`config.mk`:
```
export PLATFORM = sky130hd
export DESIGN_NAME = timer_uart_8n1_full_duplex
export DESIGN_NICKNAME = d
export VERILOG_FILES = /design/src/tmruart_pkg.sv /design/src/tmruart_tx.sv /design/src/tmruart_rx.sv /design/src/timer_uart_8n1_full_duplex.sv
export SDC_FILE = /design/constraint.sdc
export NUM_CORES = 1
export LEC_CHECK = 0
export BUFFER_PORTS_ARGS = -buffer_cell sky130_fd_sc_hd__buf_4
export CAP_MARGIN = 20
export CELL_PAD_IN_SITES_DETAIL_PLACEMENT = 1
export CELL_PAD_IN_SITES_GLOBAL_PLACEMENT = 1
export CORE_UTILIZATION = 51
export DETAILED_ROUTE_END_ITERATION = 12
export PLACE_DENSITY_LB_ADDON = 0.25
export SLEW_MARGIN = 15
export SYNTH_ARGS = -nofsm -noshare
export SYNTH_HDL_FRONTEND = slang
export SYNTH_SLANG_ARGS = --single-unit
```
`constraint.sdc`:
```
create_clock -name aclk -period 8.9 [get_ports aclk]
set_input_delay 0.89 -clock aclk [delete_from_list [all_inputs] [get_ports aclk]]
set_output_delay 0.89 -clock aclk [all_outputs]
set_load 0.03 [all_outputs]
```
`src/tmruart_pkg.sv`:
```
// Shared constants and status types for the bit-period timed 8N1 UART.
`timescale 1ns / 1ps

package tmruart_pkg;

    localparam int DATA_BITS   = 8;
    localparam int FRAME_BITS  = DATA_BITS + 2;
    localparam int COUNT_WIDTH = 16;
    localparam int RX_CNT_W    = COUNT_WIDTH + 1;
    localparam int BITS_W      = $clog2(FRAME_BITS + 1);

    localparam logic [COUNT_WIDTH-1:0] PERIOD_RESET = COUNT_WIDTH'(104);

    typedef logic [COUNT_WIDTH-1:0] period_t;

    typedef struct packed {
        logic tx_line;
        logic tx_busy;
        logic tx_done;
    } tx_status_t;

    typedef struct packed {
        logic                 rx_valid;
        logic [DATA_BITS-1:0] rx_byte;
    } rx_status_t;

endpackage

```
`src/tmruart_tx.sv`:
```
// Transmitter: frame shift register, bit counter and bit-period tick counter.
`timescale 1ns / 1ps

module tmruart_tx (
    input  logic                                  aclk,
    input  logic                                  aresetn,
    input  logic                                  step,
    input  logic                                  tx_start,
    input  logic [tmruart_pkg::DATA_BITS-1:0]     tx_byte,
    input  tmruart_pkg::period_t                  period,
    output tmruart_pkg::tx_status_t               status
);

    logic [tmruart_pkg::FRAME_BITS-1:0]  shift_reg, shift_next;
    logic [tmruart_pkg::BITS_W-1:0]      bits_left_reg, bits_left_next;
    logic [tmruart_pkg::COUNT_WIDTH-1:0] count_reg, count_next;
    logic                                active_reg, active_next;
    logic                                level_reg, level_next;
    logic                                done;
    logic [tmruart_pkg::COUNT_WIDTH-1:0] count_inc;

    assign count_inc = count_reg + 1'b1;

    always_comb begin
        shift_next     = shift_reg;
        bits_left_next = bits_left_reg;
        count_next     = count_reg;
        active_next    = active_reg;
        level_next     = level_reg;
        done           = 1'b0;
        if (!active_reg) begin
            if (tx_start) begin
                shift_next     = {1'b1, tx_byte, 1'b0};
                bits_left_next = tmruart_pkg::BITS_W'(tmruart_pkg::FRAME_BITS);
                count_next     = '0;
                active_next    = 1'b1;
            end
        end else begin
            count_next = count_inc;
            if (count_inc >= period) begin
                count_next = '0;
                if (bits_left_reg == '0) begin
                    active_next = 1'b0;
                    done        = 1'b1;
                end else begin
                    level_next     = shift_reg[0];
                    shift_next     = shift_reg >> 1;
                    bits_left_next = bits_left_reg - 1'b1;
                end
            end
        end
    end

    always_ff @(posedge aclk) begin
        if (!aresetn) begin
            shift_reg     <= '0;
            bits_left_reg <= '0;
            count_reg     <= '0;
            active_reg    <= 1'b0;
            level_reg     <= 1'b1;
        end else if (step) begin
            shift_reg     <= shift_next;
            bits_left_reg <= bits_left_next;
            count_reg     <= count_next;
            active_reg    <= active_next;
            level_reg     <= level_next;
        end
    end

    // Status reflects the state after this tick.
    assign status.tx_line = level_next;
    assign status.tx_busy = active_next;
    assign status.tx_done = done;

endmodule

```
`src/tmruart_rx.sv`:
```
// Receiver: start-edge hunt, bit-period sampling and byte assembly.
`timescale 1ns / 1ps

module tmruart_rx (
    input  logic                     aclk,
    input  logic                     aresetn,
    input  logic                     step,
    input  logic                     rx_line,
    input  tmruart_pkg::period_t     period,
    output tmruart_pkg::rx_status_t  status
);

    logic [tmruart_pkg::DATA_BITS-1:0] shift_reg, shift_next;
    logic [tmruart_pkg::BITS_W-1:0]    bits_left_reg, bits_left_next;
    logic [tmruart_pkg::RX_CNT_W-1:0]  count_reg, count_next;
    logic                              hunting_reg, hunting_next;
    logic                              prev_reg;
    logic [tmruart_pkg::DATA_BITS-1:0] out_reg, out_next;
    logic                              valid;
    logic [tmruart_pkg::RX_CNT_W-1:0]  count_inc;
    logic [tmruart_pkg::RX_CNT_W-1:0]  target;
    logic [tmruart_pkg::BITS_W-1:0]    bits_dec;
    logic [tmruart_pkg::DATA_BITS-1:0] shift_in;

    assign count_inc = count_reg + 1'b1;
    assign shift_in  = {rx_line, shift_reg[tmruart_pkg::DATA_BITS-1:1]};

    // The first sample lands in the middle of bit zero, one and a half periods in.
    always_comb begin
        if (bits_left_reg >= tmruart_pkg::BITS_W'(tmruart_pkg::DATA_BITS)) begin
            target = {1'b0, period} + {2'b00, period[tmruart_pkg::COUNT_WIDTH-1:1]};
        end else begin
            target = {1'b0, period};
        end
    end

    always_comb begin
        bits_dec = (bits_left_reg != '0) ? bits_left_reg - 1'b1 : bits_left_reg;
    end

    always_comb begin
        shift_next     = shift_reg;
        bits_left_next = bits_left_reg;
        count_next     = count_reg;
        hunting_next   = hunting_reg;
        out_next       = out_reg;
        valid          = 1'b0;
        if (hunting_reg) begin
            if (prev_reg && !rx_line) begin
                hunting_next   = 1'b0;
                count_next     = '0;
                bits_left_next = tmruart_pkg::BITS_W'(tmruart_pkg::DATA_BITS);
                shift_next     = '0;
            end
        end else begin
            count_next = count_inc;
            if (count_inc >= target) begin
                count_next     = '0;
                shift_next     = shift_in;
                bits_left_next = bits_dec;
                if (bits_dec == '0) begin
                    out_next       = shift_in;
                    valid          = 1'b1;
                    bits_left_next = tmruart_pkg::BITS_W'(tmruart_pkg::DATA_BITS);
                    hunting_next   = 1'b1;
                end
            end
        end
    end

    always_ff @(posedge aclk) begin
        if (!aresetn) begin
            shift_reg     <= '0;
            bits_left_reg <= tmruart_pkg::BITS_W'(tmruart_pkg::DATA_BITS);
            count_reg     <= '0;
            hunting_reg   <= 1'b1;
            prev_reg      <= 1'b1;
            out_reg       <= '0;
        end else if (step) begin
            shift_reg     <= shift_next;
            bits_left_reg <= bits_left_next;
            count_reg     <= count_next;
            hunting_reg   <= hunting_next;
            prev_reg      <= rx_line;
            out_reg       <= out_next;
        end
    end

    assign status.rx_valid = valid;
    assign status.rx_byte  = out_next;

endmodule

```
`src/timer_uart_8n1_full_duplex.sv`:
```
// Top level of the full-duplex 8N1 UART: input register, UART cores, result register.
`timescale 1ns / 1ps

// Each transfer on the s_ channel is one tick of UART time and yields exactly one
// transfer on the m_ channel, via the input register and then the result register.
// A new tick is taken every cycle unless the m_ side stalls: one input register
// feeds the transmit and receive cores, whose state update writes one result
// register. bit_period (cfg_wr_data) gives clock ticks per UART bit, with 0
// treated as 1; write it only while no tick is in flight.
module timer_uart_8n1_full_duplex (
    input  logic                                aclk,
    input  logic                                aresetn,
    input  logic                                cfg_wr_en,
    input  logic [tmruart_pkg::COUNT_WIDTH-1:0] cfg_wr_data,
    input  logic                                s_valid,
    output logic                                s_ready,
    input  logic                                s_rx_line,
    input  logic                                s_tx_start,
    input  logic [tmruart_pkg::DATA_BITS-1:0]   s_tx_byte,
    output logic                                m_valid,
    input  logic                                m_ready,
    output logic                                m_tx_line,
    output logic                                m_tx_busy,
    output logic                                m_tx_done,
    output logic                                m_rx_valid,
    output logic [tmruart_pkg::DATA_BITS-1:0]   m_rx_byte
);

    tmruart_pkg::period_t              period_reg;
    tmruart_pkg::period_t              period_eff;
    logic                              in_valid_reg;
    logic                              in_rx_line_reg;
    logic                              in_tx_start_reg;
    logic [tmruart_pkg::DATA_BITS-1:0] in_tx_byte_reg;
    logic                              out_valid_reg;
    tmruart_pkg::tx_status_t           tx_status, tx_out_reg;
    tmruart_pkg::rx_status_t           rx_status, rx_out_reg;
    logic                              out_free;
    logic                              step;

    always_ff @(posedge aclk) begin
        if (!aresetn) begin
            period_reg <= tmruart_pkg::PERIOD_RESET;
        end else if (cfg_wr_en) begin
            period_reg <= cfg_wr_data;
        end
    end

    assign period_eff = (period_reg == '0) ? tmruart_pkg::COUNT_WIDTH'(1) : period_reg;

    // The result register frees up in the same cycle its transfer completes.
    assign out_free = !out_valid_reg || m_ready;
    assign step     = in_valid_reg && out_free;
    assign s_ready  = !in_valid_reg || out_free;

    always_ff @(posedge aclk) begin
        if (!aresetn) begin
            in_valid_reg <= 1'b0;
        end else if (s_ready) begin
            in_valid_reg <= s_valid;
        end
    end

    always_ff @(posedge aclk) begin
        if (s_ready && s_valid) begin
            in_rx_line_reg  <= s_rx_line;
            in_tx_start_reg <= s_tx_start;
            in_tx_byte_reg  <= s_tx_byte;
        end
    end

    tmruart_tx u_tx (
        .aclk     (aclk),
        .aresetn  (aresetn),
        .step     (step),
        .tx_start (in_tx_start_reg),
        .tx_byte  (in_tx_byte_reg),
        .period   (period_eff),
        .status   (tx_status)
    );

    tmruart_rx u_rx (
        .aclk     (aclk),
        .aresetn  (aresetn),
        .step     (step),
        .rx_line  (in_rx_line_reg),
        .period   (period_eff),
        .status   (rx_status)
    );

    always_ff @(posedge aclk) begin
        if (!aresetn) begin
            out_valid_reg <= 1'b0;
        end else if (out_free) begin
            out_valid_reg <= in_valid_reg;
        end
    end

    always_ff @(posedge aclk) begin
        if (step) begin
            tx_out_reg <= tx_status;
            rx_out_reg <= rx_status;
        end
    end

    assign m_valid    = out_valid_reg;
    assign m_tx_line  = tx_out_reg.tx_line;
    assign m_tx_busy  = tx_out_reg.tx_busy;
    assign m_tx_done  = tx_out_reg.tx_done;
    assign m_rx_valid = rx_out_reg.rx_valid;
    assign m_rx_byte  = rx_out_reg.rx_byte;

endmodule
```
# Word-level counts from Yosys, hierarchy flattened
# Index checks and enable logic that the tools add are counted.
[totals]
reg_bits = 111
wordCells = 91
[op_classes]
mux = 39
n_addsub = 5
n_lt_le_gt_ge = 3
reduce_logical = 19
n_eq_ne = 3
[op_table]
columns = ["operator", "n"]
rows = [
  ["17-bit two-way mux", 4],
  ["16-bit two-way mux", 4],
  ["8-bit two-way mux", 6],
  ["10-bit two-way mux", 4],
  ["4-bit two-way mux", 9],
  ["16-bit by 15-bit adder with 17-bit output", 1],
  ["17-bit by 1-bit adder with 17-bit output (second input constant)", 1],
  ["17-bit greater-or-equal comparator", 1],
  ["16-bit by 1-bit adder with 16-bit output (second input constant)", 1],
  ["16-bit greater-or-equal comparator", 1],
  ["16-bit logical NOT", 1],
  ["1-bit two-way mux", 12],
  ["4-bit logical NOT", 2],
  ["4-bit by 1-bit subtractor with 4-bit output (second input constant)", 2],
  ["2-bit != test (second input constant)", 3],
  ["2-bit AND reduction", 3],
  ["4-bit greater-or-equal comparator (second input constant)", 1],
  ["4-bit AND reduction", 1],
  ["2-bit nonzero test", 2],
  ["4-bit nonzero test", 1],
  ["1-bit logical AND", 3],
  ["1-bit logical NOT", 3],
  ["3-bit AND reduction", 1],
  ["1-bit logical OR", 2],
]

# Logic depth before layout (Yosys ltp)
[depth]
depth_word = 7
ltp_mapped = 29

# Cells and area by module
# A second synthesis with hierarchy kept.
[unflattened]
hier_cells = 791
hier_area_um2 = 7115.6
[by_module_without_submodules]
columns = ["mod", "cells_each", "seq_area_each_um2", "instances", "area_per_inst_um2"]
rows = [
  ["tmruart_rx", 410, 760.7, 1, 3399.5],
  ["tmruart_tx", 279, 640.6, 1, 2272.2],
  ["timer_uart_8n1_full_duplex", 102, 1021.0, 1, 1443.9],
]

# Least setup slack after synthesis
# OpenSTA, ideal clock, no wires.
[synth_timing]
path_kind = "reg-to-reg"
start = "register period_reg[6]"
end = "register rx_out_reg, in the netlist m_rx_byte[0] (data pin)"
arrival_ns = 5.608
path_buffers = 2
path_slack_ns = 3.033
path_stages_with_launch = 25
setup_time_ns = 0.260
cell_sequence = "dfxtp_1 > clkinv_1 > ha_1 > and4_1 > nand4_1 > clkbuf_1 > nand2_1 > fa_1 > nand2b_1 > a22oi_1 > a41oi_1 > maj3_1 > o21a_1 > o211ai_1 > nand2_1 > xnor2_1 > a21oi_1 > ha_1 > nand4_1 > o41ai_1 > nor2_1 > and2_1 > clkbuf_1 > nor2_2 > mux2_2"
[synth_lines]
columns = ["item", "line", "rtl"]
rows = [
  ["start, declared", "timer_uart_8n1_full_duplex.sv:29", "tmruart_pkg::period_t period_reg;"],
  ["start signal, assigned", "timer_uart_8n1_full_duplex.sv:43", "period_reg <= tmruart_pkg::PERIOD_RESET;"],
  ["start signal, assigned", "timer_uart_8n1_full_duplex.sv:45", "period_reg <= cfg_wr_data;"],
  ["end signal, assigned", "timer_uart_8n1_full_duplex.sv:102", "rx_out_reg <= rx_status;"],
  ["end, declared", "timer_uart_8n1_full_duplex.sv:37", "tmruart_pkg::rx_status_t rx_status, rx_out_reg;"],
]

==> metrics.md <==
| Metric | Value |
|---|---|
| Clk root buf | `clkbuf_16` |
| Mapped Nets | `866` |
| Post-CTS sizing | `0` |
| CP endpoint kind | `register` |
| Vias in the first global route | `6098` |
| First-pass GRT wire length | `29.5 mm` |
| Share of layout cells above drive strength 1 | `0.103` |
| CTS Hold Buffers Added | `0` |
| Status | `finished clean` |
| Netlist Area Pre-Place | `0.00686 sq mm` |
| Worst min-delay path category | `register to register` |
| Clock insertion delay at the later pin of the skew report | `360 ps` |
| Leakage | `3.34 nW` |
| Final Setup Violations | `0` |
| Wire per inst | `18.5 um` |
| Final Max Slew Viols | `0` |
| Chip width | `118 um` |
| Final ANT Viol Nets | `0` |
| R2R cell count | `24` |
| Data arrival, critical path | `6690 ps` |
| RSZ-0062 raised after global routing | `no` |
| Sink Count | `110` |
| Power per cell area | `145 mW/mm^2` |
| Register bit total from synthesis | `110` |
| Core area | `0.0129 sq mm` |
| CTS tree | `built` |
| Syn Area/Cell | `8.83 sq um` |
| HPWL after DPL | `13.0 mm` |
| Hold Path End | `u_tx.shift_reg[0]` |
| Max FFs per register | `17` |
| YS warnings | `0` |
| Slew HR | `0.302` |
| IO Pins | `45` |
| Crit path max fanout | `28` |
| Post-Synth XOR/XNOR Area | `0.0549` |
| Post-synth top cells | `88 x dfxtp_1, 82 x nand2_1, 58 x ha_1` |
| Synth unique cells | `63` |
| Final period util | `0.739` |
| Post-synth EDFFs | `22` |
| Register area | `0.00242 sq mm` |
| DRC Markers | `0` |
| Hold Fails Final Rpt | `0` |
| Cts bufs inserted | `9` |
| Largest area contributor in the netlist | `dfxtp_1` |
| FFs w/ async S/R, synth | `0` |
| Startpoint Class | `register` |
| Post-CTS Repair Setup Buffers | `0` |
| Fmax | `152 MHz` |
| Simple-gate share of the synthesized area | `0.195` |
| H-tree depth | `3` |
| DR vias | `5832` |
| Synth top area share | `0.257` |
| Final Instance Count excl. Fillers | `977` |
| Adder-Cell Fraction of Synth Area | `0.115` |
| Multi-input logic area | `0.00415 sq mm` |
| Main area contributors after synthesis | `dfxtp_1 26%, ha_1 11%, edfxtp_1 9.6%, mux2i_1 4.8%, nand2_1 4.5%` |
| Worst-Margin Slew | `1040 ps` |
| Final Hold Slack | `462 ps` |
| Chip height | `118 um` |
| Setup_tns | `0 ps` |
| Compound-Gate Fraction of Synth Area | `0.178` |
| DRT Wirelength | `18.1 mm` |
| Layout Nets | `890` |
| Total power | `1.10 mW` |
| Post-Place Cells | `961` |
| Die area | `0.0139 sq mm` |
| Critical Path RT | `9020 ps` |
| Main combinational cell family by area after synthesis | `simple AND/OR/NAND/NOR gates` |
| Clock skew | `11.0 ps` |
| Via density per instance | `5.97` |
| PortBufs | `44` |
| FF-to-FF End | `m_rx_byte[3]` |
| Cells after synthesis | `776` |
| R2R Path Start | `period_reg[3]` |
| CTS clk-pin slew, worst paths | `80 ps` |
| Antenna diodes | `0` |
| Hold Path Stages | `2` |
| Clock buffer depth | `2` |
| Worst hold start | `u_tx.shift_reg[1]` |
| Post-synth top flop | `dfxtp_1` |
| Most common cell in the netlist | `dfxtp_1` |
| Seq/Total Area, Yosys | `0.353` |
| Row count | `41` |
| Initial antenna violation count | `0` |
| Worst vdd rail ir drop | `130 uV` |
| 1st-iter DRT viols | `295` |
| Largest net degree at the start of global routing | `82` |
| Fillers | `1519` |
| DRT Pass-1 Iters | `4` |
| Min cycle time layout | `6570 ps` |
| Layout area overhead | `10.6%` |
| Post-synthesis mux area share | `0.0630` |
| Flop-to-flop setup slack | `2330 ps` |
| Placer congestion estimate | `0.910` |
| Max-cap viol count | `0` |
| Total grt overflow | `0` |
| Initial core utilization | `0.532` |
| GRT Util Overall | `0.264` |
| Worst Path Class, Setup | `register to register` |
[layout make-up]
class,count,share of cell area
multi-input cells,592,0.547
inverters,39,0.0193
clock buffers,10,0.0302
repair buffers,48,0.0475
flip-flops and latches,110,0.319
well taps,172,0.0284
clock inverters,6,0.00825
[cell usage in the layout, fill, tap and decap left out, drive strengths merged, types with 10 or more instances in the layout]
cell	instances
o21ai	34
dfxtp	88
nand2	82
inv	42
nor2	50
buf	48
xnor2	27
a22oi	10
nor3	13
a21oi	33
edfxtp	22
xor2	16
nand3	25
clkbuf	10
a31oi	13
a21o	15
ha	58
and2	10
o21a	11
nor2b	36
mux2i	33
or3	12
[worst max-delay path, stage by stage (launching register included)]
cell and delay (ps):
dfxtp_1 380, inv_1 200, ha_1 180, nor3b_1 370, nand4_1 140, buf_4 250, nand2_1 210, inv_1 80
ha_1 300, nand2_1 60, o21ai_1 110, maj3_1 390, a311oi_1 420, o21ai_1 100, a21o_1 210, a21oi_1 350
xnor2_1 180, a21oi_1 110, ha_1 360, nand4_1 150, o41ai_1 480, nor2_1 130, and2_1 290, nor2_2 460
mux2_2 400
[how the worst max path moves through the flow]
| stage | from | to | cells after the start |
|---|---|---|---|
| after floorplan | period_reg[6] | m_rx_byte[0] | 24 |
| after detailed placement | period_reg[6] | m_rx_byte[7] | 23 |
| final | period_reg[3] | m_rx_byte[3] | 24 |
| after global placement | period_reg[6] | m_rx_byte[4] | 23 |
| after global routing | period_reg[6] | u_rx.out_reg[5] | 25 |
| after CTS | period_reg[6] | m_rx_byte[3] | 23 |
[where the power goes]
group | switching [mW] | total [mW] | internal (mW)
registers | 0.0143 | 0.536 | 0.522
clock network | 0.205 | 0.404 | 0.198
logic | 0.0935 | 0.164 | 0.0700
total | 0.313 | 1.10 | 0.790
[cells by family (layout without fill, tap and decap cells)]
group,count (synthesis),count (layout)
adder cells (fa/ha/maj),63,63
AND/OR/NAND/NOR,267,267
AO/OA/AOI/OAI,177,177
XOR/XNOR,43,43
flip-flops,110,110
buffers and inverters,74,103
multiplexers,42,42
[metal layers]
| metal | part of all wire | GRT usage | wire, um | vias up |
|---|---|---|---|---|
| met1 | 0.43 | 0.305 | 7830 | 2858 |
| met3 | 0.030 | 0.0446 | 547 | 45 |
| met4 | 0.030 | 0.109 | 543 | 0 |
| li1 | - | - | - | 2815 |
| met5 | 0 | 0 | 0 | - |
| met2 | 0.51 | 0.478 | 9130 | 114 |
[per-stage QoR]
| stage | cell area, sq um | setup WS [ps] | util |
|---|---|---|---|
| floorplan | 6860 | 3030 | - |
| global placement | 7290 | 2790 | 0.566 |
| detailed placement | 7290 | 2460 | 0.566 |
| CTS | 7580 | 2380 | 0.589 |
| global route | 7580 | 1920 | 0.589 |
| finish | 7580 | 2330 | 0.589 |
(Power assumes the default switching activity.)
